### src/hdl/trld_pkg.sv
// Shared types and constants for the Targa run-length scanline decoder.
`timescale 1ns / 1ps

package trld_pkg;

  localparam int unsigned ByteW   = 8;
  localparam int unsigned PixelW  = 32;
  localparam int unsigned CountW  = 2;
  localparam int unsigned WidthW  = 16;
  localparam int unsigned PosW    = 17;
  localparam int unsigned LeftW   = 8;
  localparam int unsigned BppW    = 3;
  localparam int unsigned BidxW   = 2;
  localparam int unsigned CfgIdxW = 2;
  localparam int unsigned CfgDatW = 16;

  // header byte layout
  localparam int unsigned RunBit = 7;
  localparam logic [ByteW-1:0] LenMask = 8'h7F;

  // configuration register indexes
  localparam logic [CfgIdxW-1:0] CfgBytesPerPixel = 2'd0;
  localparam logic [CfgIdxW-1:0] CfgLineWidth     = 2'd1;

  localparam logic [BppW-1:0]   BppReset   = 3'd1;
  localparam logic [WidthW-1:0] WidthReset = 16'd1;

  typedef enum logic [1:0] {
    PH_HEADER  = 2'd0,
    PH_PIXEL   = 2'd1,
    PH_STOPPED = 2'd2
  } phase_e;

  typedef enum logic [1:0] {
    ST_IDLE = 2'd0,
    ST_PROC = 2'd1,
    ST_RUN  = 2'd2
  } state_e;

  typedef struct packed {
    logic [PixelW-1:0] pixel_a;
    logic [PixelW-1:0] pixel_b;
    logic [CountW-1:0] pixel_count;
    logic              last_of_run;
    logic              line_done;
    logic              overrun;
  } result_t;

  // 0 acts as 1, 5..7 act as 4
  function automatic logic [BppW-1:0] clamp_bpp(input logic [BppW-1:0] raw);
    logic [BppW-1:0] r;
    r = raw;
    if (raw == 3'd0) begin
      r = 3'd1;
    end else if (raw > 3'd4) begin
      r = 3'd4;
    end
    return r;
  endfunction

endpackage

### src/hdl/tga_rle_line_decoder.sv
// Top level of the Targa run-length scanline decoder.
`timescale 1ns / 1ps

// Takes one compressed byte per request and returns decoded pixels; a request
// is accepted and then decoded, with the input stalled until decoding ends, and
// a byte that completes a run pixel holds the input while the run is emitted,
// one result per cycle with the run length n from 1 to 128, unless the output
// side stalls. One 18-bit adder and compare against line_width, shared by the
// header check, literal pixels and each step of the run loop, sets that pace.
// A result waits in an output register, so the next byte is taken while it is
// still pending. Configuration writes are always ready and must be made while
// no byte is in flight. After a byte marked end_of_buffer the line state is
// cleared for the next scanline.
module tga_rle_line_decoder (
  input  logic                           clk_i,
  input  logic                           rst_ni,
  input  logic                           in_valid_i,
  output logic                           in_stall_o,
  input  logic [trld_pkg::ByteW-1:0]     data_byte_i,
  input  logic                           end_of_buffer_i,
  output logic                           out_valid_o,
  input  logic                           out_stall_i,
  output logic [trld_pkg::PixelW-1:0]    pixel_a_o,
  output logic [trld_pkg::PixelW-1:0]    pixel_b_o,
  output logic [trld_pkg::CountW-1:0]    pixel_count_o,
  output logic                           last_of_run_o,
  output logic                           line_done_o,
  output logic                           overrun_o,
  input  logic                           cfg_valid_i,
  output logic                           cfg_ready_o,
  input  logic [trld_pkg::CfgIdxW-1:0]   cfg_index_i,
  input  logic [trld_pkg::CfgDatW-1:0]   cfg_data_i
);

  trld_pkg::state_e state_q, state_d;
  trld_pkg::phase_e phase_q, phase_d;

  logic [trld_pkg::LeftW-1:0]  left_q, left_d;
  logic                        run_q, run_d;
  logic [trld_pkg::BidxW-1:0]  bidx_q, bidx_d;
  logic [trld_pkg::PixelW-1:0] gather_q, gather_d;
  logic [trld_pkg::PixelW-1:0] px_q, px_d;
  logic [trld_pkg::PosW-1:0]   pos_q, pos_d;
  logic [trld_pkg::ByteW-1:0]  byte_q;
  logic                        eob_q;
  logic [trld_pkg::BppW-1:0]   bpp_q;
  logic [trld_pkg::WidthW-1:0] lw_q;

  trld_pkg::result_t res_q, res_d;
  logic              out_valid_q, out_valid_d;

  logic in_acc, out_free;

  // shared adder / comparator
  logic [trld_pkg::LeftW-1:0] addend;
  logic [trld_pkg::PosW:0]    sum;
  logic                       sum_gt, sum_ge, pos_ge;

  // decode of the held byte
  logic [trld_pkg::LeftW-1:0]  hdr_cnt;
  logic [trld_pkg::BppW-1:0]   size;
  logic [trld_pkg::PixelW-1:0] gather_new;
  logic                        px_complete;
  logic [trld_pkg::LeftW-1:0]  take;
  logic [trld_pkg::LeftW-1:0]  left_after;
  logic                        finish;

  assign in_acc      = in_valid_i && !in_stall_o;
  assign in_stall_o  = (state_q != trld_pkg::ST_IDLE);
  assign out_free    = !out_valid_q || !out_stall_i;
  assign cfg_ready_o = 1'b1;

  assign hdr_cnt     = (byte_q & trld_pkg::LenMask) + 8'd1;
  assign size        = trld_pkg::clamp_bpp(bpp_q);
  assign gather_new  = gather_q | ({24'd0, byte_q} << {bidx_q, 3'b000});
  assign px_complete = ({1'b0, bidx_q} + 3'd1) >= size;
  assign take        = (left_q >= 8'd2) ? 8'd2 : left_q;

  always_comb begin
    addend = 8'd1;
    if (state_q == trld_pkg::ST_RUN) begin
      addend = take;
    end else if (phase_q == trld_pkg::PH_HEADER) begin
      addend = hdr_cnt;
    end
  end

  assign sum    = {1'b0, pos_q} + {10'd0, addend};
  assign sum_gt = sum > {2'b00, lw_q};
  assign sum_ge = sum >= {2'b00, lw_q};
  assign pos_ge = pos_q >= {1'b0, lw_q};

  // next state
  always_comb begin
    state_d = state_q;
    case (state_q)
      trld_pkg::ST_IDLE: begin
        if (in_acc) begin
          state_d = trld_pkg::ST_PROC;
        end
      end
      trld_pkg::ST_PROC: begin
        if (phase_q == trld_pkg::PH_PIXEL && px_complete && run_q) begin
          state_d = trld_pkg::ST_RUN;
        end else if (finish) begin
          state_d = trld_pkg::ST_IDLE;
        end
      end
      trld_pkg::ST_RUN: begin
        if (finish) begin
          state_d = trld_pkg::ST_IDLE;
        end
      end
      default: state_d = trld_pkg::ST_IDLE;
    endcase
  end

  // datapath and results
  always_comb begin
    phase_d     = phase_q;
    left_d      = left_q;
    run_d       = run_q;
    bidx_d      = bidx_q;
    gather_d    = gather_q;
    px_d        = px_q;
    pos_d       = pos_q;
    res_d       = res_q;
    out_valid_d = out_valid_q && out_stall_i;
    finish      = 1'b0;
    left_after  = left_q - take;

    case (state_q)
      trld_pkg::ST_PROC: begin
        case (phase_q)
          trld_pkg::PH_HEADER: begin
            if (pos_ge) begin
              phase_d = trld_pkg::PH_STOPPED;
              finish  = 1'b1;
            end else if (sum_gt) begin
              if (out_free) begin
                res_d       = '0;
                res_d.last_of_run = 1'b1;
                res_d.overrun     = 1'b1;
                out_valid_d = 1'b1;
                phase_d     = trld_pkg::PH_STOPPED;
                finish      = 1'b1;
              end
            end else begin
              run_d    = byte_q[trld_pkg::RunBit];
              left_d   = hdr_cnt;
              bidx_d   = '0;
              gather_d = '0;
              phase_d  = trld_pkg::PH_PIXEL;
              finish   = 1'b1;
            end
          end
          trld_pkg::PH_PIXEL: begin
            if (!px_complete) begin
              gather_d = gather_new;
              bidx_d   = bidx_q + 2'd1;
              finish   = 1'b1;
            end else if (run_q) begin
              px_d     = gather_new;
              gather_d = '0;
              bidx_d   = '0;
            end else if (out_free) begin
              gather_d = '0;
              bidx_d   = '0;
              pos_d    = sum[trld_pkg::PosW-1:0];
              left_d   = left_q - 8'd1;
              res_d.pixel_a     = gather_new;
              res_d.pixel_b     = '0;
              res_d.pixel_count = 2'd1;
              res_d.last_of_run = 1'b1;
              res_d.line_done   = sum_ge;
              res_d.overrun     = 1'b0;
              out_valid_d       = 1'b1;
              if (sum_ge) begin
                phase_d = trld_pkg::PH_STOPPED;
              end else if (left_q == 8'd1) begin
                phase_d = trld_pkg::PH_HEADER;
              end
              finish = 1'b1;
            end
          end
          default: finish = 1'b1;
        endcase
      end
      trld_pkg::ST_RUN: begin
        if (left_q == '0) begin
          // nothing left to emit
          phase_d = pos_ge ? trld_pkg::PH_STOPPED : trld_pkg::PH_HEADER;
          finish  = 1'b1;
        end else if (out_free) begin
          pos_d  = sum[trld_pkg::PosW-1:0];
          left_d = left_after;
          res_d.pixel_a     = px_q;
          res_d.pixel_b     = (take == 8'd2) ? px_q : '0;
          res_d.pixel_count = take[trld_pkg::CountW-1:0];
          res_d.last_of_run = (left_after == '0);
          res_d.line_done   = (left_after == '0) && sum_ge;
          res_d.overrun     = 1'b0;
          out_valid_d       = 1'b1;
          if (left_after == '0) begin
            phase_d = sum_ge ? trld_pkg::PH_STOPPED : trld_pkg::PH_HEADER;
            finish  = 1'b1;
          end
        end
      end
      default: ;
    endcase

    // end of buffer: clear the line once the byte has been handled
    if (finish && eob_q) begin
      phase_d  = trld_pkg::PH_HEADER;
      left_d   = '0;
      run_d    = 1'b0;
      bidx_d   = '0;
      gather_d = '0;
      pos_d    = '0;
    end
  end

  always_ff @(posedge clk_i or negedge rst_ni) begin
    if (!rst_ni) begin
      state_q     <= trld_pkg::ST_IDLE;
      phase_q     <= trld_pkg::PH_HEADER;
      left_q      <= '0;
      run_q       <= 1'b0;
      bidx_q      <= '0;
      gather_q    <= '0;
      pos_q       <= '0;
      out_valid_q <= 1'b0;
      bpp_q       <= trld_pkg::BppReset;
      lw_q        <= trld_pkg::WidthReset;
    end else begin
      state_q     <= state_d;
      phase_q     <= phase_d;
      left_q      <= left_d;
      run_q       <= run_d;
      bidx_q      <= bidx_d;
      gather_q    <= gather_d;
      pos_q       <= pos_d;
      out_valid_q <= out_valid_d;
      if (cfg_valid_i && cfg_ready_o) begin
        if (cfg_index_i == trld_pkg::CfgBytesPerPixel) begin
          bpp_q <= cfg_data_i[trld_pkg::BppW-1:0];
        end else if (cfg_index_i == trld_pkg::CfgLineWidth) begin
          lw_q <= cfg_data_i;
        end
      end
    end
  end

  // payload registers
  always_ff @(posedge clk_i) begin
    px_q  <= px_d;
    res_q <= res_d;
    if (in_acc) begin
      byte_q <= data_byte_i;
      eob_q  <= end_of_buffer_i;
    end
  end

  assign out_valid_o   = out_valid_q;
  assign pixel_a_o     = res_q.pixel_a;
  assign pixel_b_o     = res_q.pixel_b;
  assign pixel_count_o = res_q.pixel_count;
  assign last_of_run_o = res_q.last_of_run;
  assign line_done_o   = res_q.line_done;
  assign overrun_o     = res_q.overrun;

endmodule

### config.mk
export PLATFORM = sky130hd
export DESIGN_NAME = tga_rle_line_decoder
export DESIGN_NICKNAME = d
export VERILOG_FILES = /design/src/hdl/trld_pkg.sv /design/src/hdl/tga_rle_line_decoder.sv
export SDC_FILE = /design/constraint.sdc
export NUM_CORES = 1
export LEC_CHECK = 0
export ABC_AREA = 1
export BUFFER_PORTS_ARGS = -buffer_cell sky130_fd_sc_hd__buf_2
export CORE_ASPECT_RATIO = 2
export CORE_MARGIN = 4
export CORE_UTILIZATION = 25
export CTS_BUF_LIST = sky130_fd_sc_hd__clkbuf_8
export CTS_CLUSTER_SIZE = 40
export DETAILED_ROUTE_END_ITERATION = 8
export SYNTH_ARGS = -nofsm -noshare
export SYNTH_HDL_FRONTEND = slang
export SYNTH_SLANG_ARGS = --single-unit
### constraint.sdc
create_clock -name clk_i -period 12.47 [get_ports clk_i]
set_input_delay 1.247 -clock clk_i [delete_from_list [all_inputs] [get_ports clk_i]]
set_output_delay 1.247 -clock clk_i [all_outputs]
set_load 0.05 [all_outputs]
# Word-level counts from Yosys, hierarchy flattened
# Cells that the tools add are included.
# word_totals
output_inout_bits	72
inputBits	32
elab_cells	193
ff_bits	194
# op_classes
n_lt_le_gt_ge	6
eq_ne	36
n_mux	92
shifts	1
n_reduce_logical	31
bitwise_logic	2
n_addsub	6
# ops
operator	n
$mux 69	8
$pmux 69 s2	2
$mux 32	8
$mux 17	6
$mux 8	11
$pmux 32 s2	1
$mux 2	24
$pmux 17 s2	1
$or 32x32->32	1
$pmux 8 s2	2
$shl 8x5->32	1
$ne 3x3->1 const B	10
$ne 4x4->1 const B	6
$mux 1	19
$add 17x8->18	1
$ge 18x16->1	1
$gt 18x16->1	1
$reduce_and 9->1	2
$ge 17x16->1	1
$logic_not 8->1	2
$ne 3x2->1 const B	4
$pmux 2 s2	3
$reduce_and 10->1	1
$reduce_and 5->1	2
33 further kinds	56

# Logic depth before layout (Yosys ltp)
# Gate-level depths: netlist (run 1).
# depth
ltp_word	12
depth_mapped	39
depth_no_buf	36

# Worst setup path after synthesis (run 1)
# Ideal clock, no wire load.
# synth_path
path_kind	register to register
startpoint	register state_q[0]
endpoint	register res_q, in the netlist last_of_run_o (enable)
t_arrival_ps	9084
n_path_buf	3
slack_ps	2779
stages_incl_launch_ff	31
path_cell_list	dfrtp_1 > inv_1 > ha_1 > buf_2 > inv_1 > clkbuf_1 > clkbuf_1 > nand2_1 > o21ai_0 > ha_1 > nand2_1 > nor2_1 > nand2_1 > nand3_1 > nand2_1 > nand2_1 > xor2_1 > inv_1 > ha_1 > nand2_1 > nor2_1 > nand3_1 > nand3_1 > nand2_1 > nand2_1 > nand2_1 > nand2_1 > nand2_1 > nand2_1 > nand2_1 > a221oi_1
# synth_between
elab_chain_cells	6
elab_cells_between_ends	16
cone_classes	add/sub (1); order compare (1); eq/ne (11); mux (1); reduce/logical (2)
# synth_rtl
item	line	rtl
start: declaration	tga_rle_line_decoder.sv:35	trld_pkg::state_e state_q, state_d;
start signal: assignment	tga_rle_line_decoder.sv:226	state_q <= trld_pkg::ST_IDLE;
start signal: assignment	tga_rle_line_decoder.sv:237	state_q <= state_d;
$eq 2x2->1	tga_rle_line_decoder.sv:81, tga_rle_line_decoder.sv:132	
$mux 8	tga_rle_line_decoder.sv:81	if (state_q == trld_pkg::ST_RUN) begin
$add 17x8->18	tga_rle_line_decoder.sv:88	assign sum = {1'b0, pos_q} + {10'd0, addend};
$gt 18x16->1	tga_rle_line_decoder.sv:89	assign sum_gt = sum > {2'b00, lw_q};
$ne 3x3->1 (no source line)	n/a	
$reduce_and 10->1 (no source line) (*)	n/a	
end signal: assignment	tga_rle_line_decoder.sv:258	res_q <= res_d;
end: declaration	tga_rle_line_decoder.sv:49	trld_pkg::result_t res_q, res_d;
# Mark *: on every way between the ends. The rest lies on a longest branch, timed or not.
# A chain may end at the register's enable or synchronous reset.

# Worst setup path in the final report (run 1)
# layout_path
startpoint	register state_q[0]
endpoint	register left_q[7] in the netlist's numbering
# layout_between
elab_chain_cells	11
elab_cells_between_ends	22
cone_classes	add/sub (1); order compare (1); eq/ne (10); mux (7); reduce/logical (3)
# layout_rtl
item	line	rtl
$eq 2x2->1	tga_rle_line_decoder.sv:81, tga_rle_line_decoder.sv:132	
$mux 8	tga_rle_line_decoder.sv:81	
$add 17x8->18	tga_rle_line_decoder.sv:88	
$gt 18x16->1	tga_rle_line_decoder.sv:89	
$mux 1	tga_rle_line_decoder.sv:139	end else if (sum_gt) begin
$mux 1	tga_rle_line_decoder.sv:136	if (pos_ge) begin
$pmux 1 s2	tga_rle_line_decoder.sv:134	case (phase_q)
$pmux 1 s2	tga_rle_line_decoder.sv:132	case (state_q)
$logic_and 1x1->1	tga_rle_line_decoder.sv:214	if (finish && eob_q) begin
$ne 4x4->1 (no source line), or another cell as far along	n/a	
$reduce_and 9->1 (no source line)	n/a	
end signal: assignment	tga_rle_line_decoder.sv:239	left_q <= left_d;
end: declaration	tga_rle_line_decoder.sv:38	logic [trld_pkg::LeftW-1:0] left_q, left_d;
# Parallel ways exist; a longest one is shown, timed or not.

==> results of run 1 <==
-- power breakdown --
part	switching [µW]	internal, µW
logic	1190	419
registers	123	904
clock network	247	144
-- state kept, by name (all words and copies together), names as in the netlist, 2 cells and up --
register       count
gather_q          32
pixel_a_o         32
pixel_b_o         32
px_q              32
pos_q             17
lw_q              16
byte_q             8
left_q             8
bpp_q              3
bidx_q             2
phase_q            2
pixel_count_o      2
state_q            2
-- cell type report --
cell class / instances / area (µm²) / share of cell area (%)
repair buffers: 111 / 581 / 4.86
well taps: 540 / 676 / 5.66
flip-flops and latches: 194 / 5410 / 45.3
inverters: 221 / 830 / 6.94
clock inverters: 15 / 128 / 1.07
multi-input cells: 731 / 4090 / 34.2
diodes: 1 / 2.50 / 0.0209
clock buffers: 17 / 234 / 1.96
-- cell families (layout without fill, tap and decap cells) --
kind of cell | count (synthesis) | in the layout | share of synthesized area [%]
muxes | 1 | 1 | 0.107
and+or+nand+nor | 449 | 449 | 18.9
other | 1 | 3 | 0.0357
AOI/OAI and AO/OA | 196 | 196 | 10.5
buffers and inverters | 262 | 364 | 9.91
xor gates and xnor gates | 27 | 27 | 2.32
adders and majority gates | 56 | 56 | 6.74
DFF | 194 | 194 | 51.4
-- synth_stat cells (2+ instances only) --
library cell  instances  area share (%)
nand2_1             216             7.7
inv_1               213             7.6
edfxtp_1            110              31
nor2_1              105             3.7
o21ai_0             103             4.9
dfrtp_1              82              20
nand3_1              57             2.7
ha_1                 55             6.5
a21oi_1              37             1.8
clkbuf_1             23            0.82
xor2_1               22             1.8
nand4_1              20             1.2
o211ai_1             18             1.3
nand2_2              17             1.0
a31oi_1              10            0.60
o21ai_1               9            0.43
or2_2                 9            0.54
buf_2                 8            0.38
inv_2                 7            0.25
a221oi_1              4            0.33
buf_6                 4            0.43
nand3b_1              4            0.29
xnor2_1               4            0.33
buf_1                 3            0.11
nor2_2                3            0.18
nor2_4                3            0.32
nor3_1                3            0.14
a21oi_2               2            0.17
and3_1                2            0.12
buf_4                 2            0.14
dfstp_2               2            0.50
nand3_2               2            0.19
nor4_1                2            0.12
o2111ai_1             2            0.17
o221ai_1              2            0.17
-- layer usage --
layer / vias up / share of wire (%) / GRT usage [%]
met3: 62 / 3.2 / 1.90
met5: - / 0 / 0
met2: 225 / 59 / 27.3
met4: 0 / 4.0 / 6.26
li1: 4032 / - / -
met1: 3981 / 34 / 12.8
-- worst reg2reg max path, delay by kind of cell (launching register included) --
kind            cells  cell delay (ns)
simple gates       22             3.34
fa+ha+maj           3             0.91
flops               1             0.40
buf+inv             3             0.77
xor+xnor            1             0.17
compound gates      1             0.37
-- placed cells by master, fill, tap and decap left out, types with 17 or more instances in the layout --
master / n
a21oi_1: 37
inv_1: 215
xor2_1: 22
edfxtp_1: 110
clkbuf_8: 17
nand2_1: 216
buf_2: 101
dfrtp_1: 82
nand2_2: 17
nor2_1: 104
nand3_1: 57
ha_1: 55
nand4_1: 20
o21ai_0: 103
o211ai_1: 18
-- stage by stage --
stage / hold slack (ns) / total power (µW) / utilization (%) / worst slack, ns
2_1_floorplan: 0.453 / 2240 / - / 2.78
3_3_place_gp: 0.480 / 2640 / 27.8 / 6.61
3_5_place_dp: 0.475 / 2660 / 27.8 / 6.51
4_1_cts: 0.505 / 3060 / 28.7 / 6.44
5_1_grt: 0.518 / 3240 / 28.7 / 5.68
6_report: 0.497 / 3030 / 28.7 / 6.39
-- path summary, 6_finish.rpt --
check,start,end,slack [ns],cells after the start
worst max-delay path,state_q[0],left_q[7],6.39,30
worst min-delay path,lw_q[1],lw_q[1],0.50,2
worst max register to register,state_q[0],left_q[7],6.39,30
worst min register to register,lw_q[1],lw_q[1],0.50,2
max in group asynchronous,rst_ni,gather_q[16],10.62,2
min in group asynchronous,rst_ni,pos_q[14],0.63,1
==> metrics.cfg, run 1 <==
[floorplan]
die_area_um2=45600
io_pins=104
rows=106
core_um2=41600
initial_core_util_pct=25.2
die_x_um=153
die_y_um=298

[place]
place.port_buffers=102
place_area_um2=11600
dpl.cell_count=1797
dpl.hpwl_um=23500
gp_congestion=0.918

[clock_tree]
clkLatencyLatePin_ns=0.49
cts-root-buf=clkbuf_8
clk_path_buf_depth=2
post-cts-setup-buffers=0
htreeDepth=4
cts_made_buffers=17
holdBufCountCts=0
cts_tree=built
clkTransAtPathRegs_ns=0.12
cts_resized=0
cts.sinks=194

[layout]
nFillCells=4441
nets=1364
drive_above_1_share_pct=15.0
area_delta_synth_final_pct=13.6
final_cells=1830
fin_area_um2=11900

[critical_path]
cp-end-kind=flop
cp.buffers_inverters=3
critPathKind=flop to flop
cp-start-kind=flop
path_delay_family=simple AND/OR/NAND/NOR gates
slowest_stage=nand3_2
cp_max_fo=40
worstPathRequired_ns=12.83
crit_arrival_ns=6.44
max_stage_delay_ns=0.57
cp_common_cell=nand2_1

[synth]
netlist_area_um2=10500
yosys_most_used_dff=edfxtp_1
yosys_register_bits=194
ys_seq_area_share_pct=51.4
postSynthCellCount=1186
yosys_warnings=0
yosysUniqueCellTypes=56
syn-mean-instance-area_um2=8.86
async_flop_share_pct=43.3
synth-edff-count=110

[routing]
vias_per_cell=4.54
route.vias.total=8300
drt-total-wl_um=30600
drc_errors=0
drt_iter0_drc=526
antenna_left=0
wl_per_cell_um=16.7
drt_pass1_iterations=8

[sta]
worst_slew_pin_slew_ns=0.935
slew_headroom_pct=37.7
fin_setup_tns_ns=0
period_share_pct=48.8
finalMaxSlewViolations=0
period_minus_slack_ns=6.08
fmax_mhz=164
rsz0062_at_grt=false
hold_violations=0
final.setup_skew_ns=0.0219
finalSetupViolCount=0

[run]
drv_cap=0

[pwr]
irDropWorstVdd_uv=89.0
power_density_nw_per_um2=254
p_leak_uw=0.00574

[grt]
grt_usage_pct=13.4
grt_pass1_wl_um=47300
grt_max_degree=70
antenna_found_initial=2
grt_remaining_overflow=0
grt_pass1_vias=8337

[status]
status=finished clean

[hold_path]
hold_class=flop to flop

Power figures use the tool's default switching activity.
==> run 2: changes to the inputs <==
==> constraint.sdc (replaced) <==
create_clock -name clk_i -period 5.7 [get_ports clk_i]
set_input_delay 0.57 -clock clk_i [delete_from_list [all_inputs] [get_ports clk_i]]
set_output_delay 0.57 -clock clk_i [all_outputs]
set_load 0.05 [all_outputs]
==> run 2 against run 1 <==
Effect of this change: clock skew fell by 0.00097 ns; worst hold slack got worse by 0.45 ns; critical path type unchanged; critical endpoint is now pixel_b_o[0]; critical path depth fell by 1.
==> metrics.cfg, run 2 (synthesized netlist as in run 1, its figures left out) <==
[critical_path]
max_stage_delay_ns=0.61
cp_max_fo=36
crit_start=state_q[0]
r2r_cells=29
slowest_stage=a221oi_4
critPathKind=flop to flop
r2r_slack_ns=0.46
worstPathRequired_ns=5.90
cp-end-kind=flop
timing.rr.end=pixel_b_o[0]
cp-start-kind=flop
critPathCapture=pixel_b_o[0]
cp_common_cell=nand2_1
timing.rr.start=state_q[0]
crit_arrival_ns=5.44

[pwr]
p_leak_uw=0.00577
power_density_nw_per_um2=555
irDropWorstVdd_uv=176

[sta]
finalSetupViolCount=0
period_share_pct=91.9
worst_slew_pin_slew_ns=0.909
fin_setup_tns_ns=0
finalMaxSlewViolations=0
rsz0062_at_grt=false
final.setup_skew_ns=0.0209
hold_violations=0
fmax_mhz=191
slew_headroom_pct=39.3
period_minus_slack_ns=5.24

[layout]
post-route-util_pct=28.9
final_common_cell=nand2_1
layout_common_cells=nand2_1 (215), inv_1 (214), edfxtp_1 (110), nor2_1 (103), o21ai_0 (102)
drive_above_1_share_pct=16.0
area_delta_synth_final_pct=14.5
nets=1372

[clock_tree]
post-cts-setup-buffers=0
cts.sinks=194
cts_made_buffers=17
cts_tree=built
holdBufCountCts=0
htreeDepth=4
clkTransAtPathRegs_ns=0.11
clk_path_buf_depth=2
cts_resized=0
cts-root-buf=clkbuf_8
clkLatencyLatePin_ns=0.50

[place]
place.port_buffers=102
dpl.hpwl_um=23900
gp_congestion=0.945

[routing]
drt-total-wl_um=30500
drt_pass1_iterations=5
drt_iter0_drc=350
drc_errors=0
route.vias.total=8239
antenna_left=0
vias_per_cell=4.48
wl_per_cell_um=16.6

[grt]
grt_pass1_wl_um=47300
grt_remaining_overflow=0
grt_pass1_vias=8518
grt_usage_pct=13.5
antenna_found_initial=4
grt_max_degree=53

[floorplan]
io_pins=104
rows=106
die_y_um=298
core_um2=41600
die_x_um=153
die_area_um2=45600
initial_core_util_pct=25.2

[run]
drv_cap=0

[hold_path]
hold_class=input port to async pin

[status]
status=finished clean

-- run 2: through the flow --
stage                     cells  worst slack (ns)  total power [µW]  hold slack [ns]  area (µm²)
final                      1838             0.461              6680           0.0483       12000
after global routing       1838            0.0300              7130           0.0448       12000
after CTS                  1837             0.426              6760           0.0339       12000
after detailed placement   1805             0.436              5890            0.478       11700
after global placement     1805             0.482              5850            0.475       11700
after floorplan            1187           0.00314              4880            0.274       10600
-- run 2: worst min path at each step --
stage,end,slack (ns),cells past startpoint
6_report,left_q[7],0.05,1
3_3_place_gp,lw_q[1],0.48,2
2_1_floorplan,bidx_q[0],0.27,0
4_1_cts,left_q[7],0.03,1
5_1_grt,left_q[7],0.04,1
3_5_place_dp,lw_q[1],0.48,2
-- run 2: cell type report --
cell class	count	area, µm²
Inverter	221	830
Fill cell	4438	29600
Clock inverter	14	110
Antenna cell	1	2.50
Clock buffer	18	248
Multi-Input combinational cell	731	4100
Tap cell	540	676
Timing Repair Buffer	119	666
Sequential cell	194	5410
-- run 2: critical path, delay by kind of cell, from the launching register on --
kind	cells	cell delay [ns]
fa+ha+maj	3	0.80
compound gates	2	0.81
xor+xnor	1	0.15
simple gates	17	1.74
flops	1	0.40
buf+inv	6	1.03
-- run 2: report_power, final --
group | switching [µW] | internal, µW | total, µW
sequential | 252 | 1970 | 2220
clock | 531 | 319 | 849
combinational | 2640 | 965 | 3610
-- run 2: layer usage --
layer | vias up | wire, µm | global-route usage [%]
met3 | 89 | 962 | 1.80
li1 | 4048 | - | -
met1 | 3900 | 9910 | 12.0
met4 | 0 | 2160 | 9.22
met2 | 202 | 17500 | 27.0
met5 | - | 0 | 0
==> run 3: changes to the inputs <==
--- a/config.mk
+++ b/config.mk
@@ -5,13 +5,12 @@
 export SDC_FILE = /design/constraint.sdc
 export NUM_CORES = 1
 export LEC_CHECK = 0
-export ABC_AREA = 1
 export BUFFER_PORTS_ARGS = -buffer_cell sky130_fd_sc_hd__buf_2
 export CORE_ASPECT_RATIO = 2
 export CORE_MARGIN = 4
 export CORE_UTILIZATION = 25
 export CTS_BUF_LIST = sky130_fd_sc_hd__clkbuf_8
-export CTS_CLUSTER_SIZE = 40
+export CTS_CLUSTER_SIZE = 14
 export DETAILED_ROUTE_END_ITERATION = 8
 export SYNTH_ARGS = -nofsm -noshare
 export SYNTH_HDL_FRONTEND = slang
==> run 3 against run 2 <==
Effect of this change: clock power is 8.6% higher; largest power group unchanged; clock skew fell by 0.0063 ns; worst hold slack better by 0.18 ns; via count shrank 8.0%; setup slack got worse by 0.25 ns.
==> metrics.cfg, run 3 <==
[synth]
synth_area_leaders=edfxtp_1 (33%), dfrtp_1 (21%), ha_1 (6.9%)
yosys_most_used_dff=edfxtp_1
netlist_area_um2=9960
postSynthCellCount=944
yosys.area.top_type_share_pct=33.2
yosys.area.top_type=edfxtp_1
syn-mean-instance-area_um2=10.5
yosys_register_bits=194
async_flop_share_pct=43.3
synth_most_common_cell=nor2_1
synth-edff-count=110
yosysUniqueCellTypes=71
ys_seq_area_share_pct=54.3
synth_commonest_cells=nor2_1 (129), edfxtp_1 (110), dfrtp_1 (82)
yosys_warnings=0

[pwr]
intPower_uw=3330
pwr-share-seq_pct=33.9
clockPowerShare_pct=14.5
p_comb_share_pct=51.6
power_density_nw_per_um2=531
irDropWorstVdd_uv=189
p_leak_uw=0.00536
p_total_uw=6360
p_switching_uw=3030
sw_frac_of_total_pct=47.6

[hold_path]
hold_path_startpoint=end_of_buffer_i
hold_class=input port to flop

[sta]
period_minus_slack_ns=5.49
worst_slew_pin_slew_ns=1.05
hold_violations=0
finalMaxSlewViolations=0
period_share_pct=96.4
final.setup_skew_ns=0.0147
fin_setup_tns_ns=0
fmax_mhz=182
finalSetupViolCount=0
slew_headroom_pct=29.9

[grt]
grt_pass1_vias=7567
grt_max_degree=50
grt_pass1_wl_um=43100
grt_remaining_overflow=0
busiest_layer=met2
grtUsageMet1_pct=12.2
antenna_found_initial=1
grt_usage_pct=13.1
use_met2_pct=26.2
use_met3_pct=1.90

[critical_path]
crit_start=left_q[3]
path_cells=or3_4, nor3_4, nor2_2, a21o_1, ha_4, a211oi_1, o21a_1, or4b_4, a21boi_2, and3_4, and3_4, xor2_1, ha_1, o21ai_0, o21ai_1, nand2_1, mux2i_4, a21oi_2, or3_4, a311oi_4, buf_6, clkbuf_16
critPathKind=flop to flop
slowest_stage=or4b_4
cp_max_fo=16
crit_arrival_ns=5.72
cp-end-kind=flop
cp-start-kind=flop
max_stage_delay_ns=0.48
worstPathRequired_ns=5.92
timing.rr.start=left_q[3]

[routing]
antenna_left=0
wl_per_cell_um=17.8
drt-total-wl_um=28700
route.vias.total=7581
drt_iter0_drc=418
drc_errors=0
drt_pass1_iterations=7
vias_per_cell=4.71

[place]
gp_congestion=0.903
dpl.hpwl_um=21900
place.port_buffers=102

[clock_tree]
clkTransAtPathRegs_ns=0.11
cts_tree=built
htreeDepth=4
clkLatencyLatePin_ns=0.51
cts_made_buffers=17
clk_path_buf_depth=2
cts-root-buf=clkbuf_8
cts.sinks=194

[layout]
drive_above_1_share_pct=23.2
area_delta_synth_final_pct=20.3
layout_common_cells=nor2_1 (127), edfxtp_1 (110), buf_2 (101), dfrtp_1 (80)
nets=1160
final_common_cell=nor2_1
post-route-util_pct=30.4

[floorplan]
die_y_um=290
die_area_um2=43300
die_x_um=149
rows=103
core_um2=39400
initial_core_util_pct=25.2
io_pins=104

[run]
drv_cap=0

[status]
status=finished clean

run 3: cell types whose count changed in the layout (fill, tap and decap cells not counted), moves of 31 or more:
cell     previous run  this run
a21oi_1            37        68
a22oi_1             1        34
buf_4              16        49
inv_1             214        66
nand2_1           215        68
nand3_1            57         9
o21ai_0           102        58
run 3: cells by family after synthesis:
kind of cell / after synthesis / share of synthesized area, %
AO/OA/AOI/OAI: 230 / 15.0
XOR/XNOR: 30 / 2.64
adder cells (fa/ha/maj): 56 / 7.11
buffers and inverters: 118 / 4.69
flip-flops: 194 / 54.3
multiplexers: 28 / 3.03
other: 1 / 0.0377
AND/OR/NAND/NOR: 287 / 13.2
run 3: metrics by stage:
step                cell area [µm²]  cells  worst slack [ns]  hold slack, ns
CTS                           11800   1602            0.0286           0.194
floorplan                     10000    945             -1.24           0.274
detailed placement            11400   1566           0.00847           0.499
global placement              11400   1566             0.135           0.493
finish                        12000   1611             0.207           0.227
global route                  12000   1611          -0.00233           0.204
run 3: power by group through the flow:
stage	logic, µW	clock network [µW]	registers (µW)
2_1_floorplan	1440	0	2880
3_3_place_gp	3060	0	2200
3_5_place_dp	3100	0	2200
4_1_cts	3170	949	2170
5_1_grt	3530	995	2200
6_report	3280	922	2160
run 3: timing repair:
item | 4_1_cts | 5_1_grt
hold buffers | 1 | 0
setup buffers | 2 | 5
resized for setup | 1 | 12
cloned | 1 | 3
pin swaps | 1 | 6
hold endpoints to repair | 11 | 0
endpoints found under the setup margin | 65 | 99
run 3: critical path: cells and delay by family (launching register included):
| kind | cells | cell delay (ns) |
|---|---|---|
| AND/OR/NAND/NOR | 8 | 2.20 |
| buffers and inverters | 2 | 0.46 |
| adder cells (fa/ha/maj) | 2 | 0.58 |
| AO/OA/AOI/OAI | 8 | 1.34 |
| multiplexers | 1 | 0.18 |
| XOR/XNOR | 1 | 0.06 |
| flip-flops | 1 | 0.39 |
run 3: area by class of cell:
type                       count  area (µm²)
sequential                   194        5410
clock buffer                  17         234
multi-input combinational    633        4210
timing repair buffer         159        1040
tap                          525         657
inverter                      67         251
clock inverter                15         168
antenna                        1        2.50
fill                        4139       27500
run 3: final timing paths:
kind	slack, ns	end	cells after the start
setup / recovery	0.21	pixel_b_o[11]	22
max in group asynchronous	4.05	left_q[0]	3
setup reg to reg	0.21	pixel_b_o[11]	22
hold / removal	0.23	eob_q	1
hold reg to reg	0.51	bpp_q[0]	2
min in group asynchronous	0.55	lw_q[2]	2
run 3: routing by layer:
layer	share of wire [%]	vias up
li1	-	3611
met1	33	3679
met2	58	221
met3	3.5	70
met4	5.1	0
met5	0	-
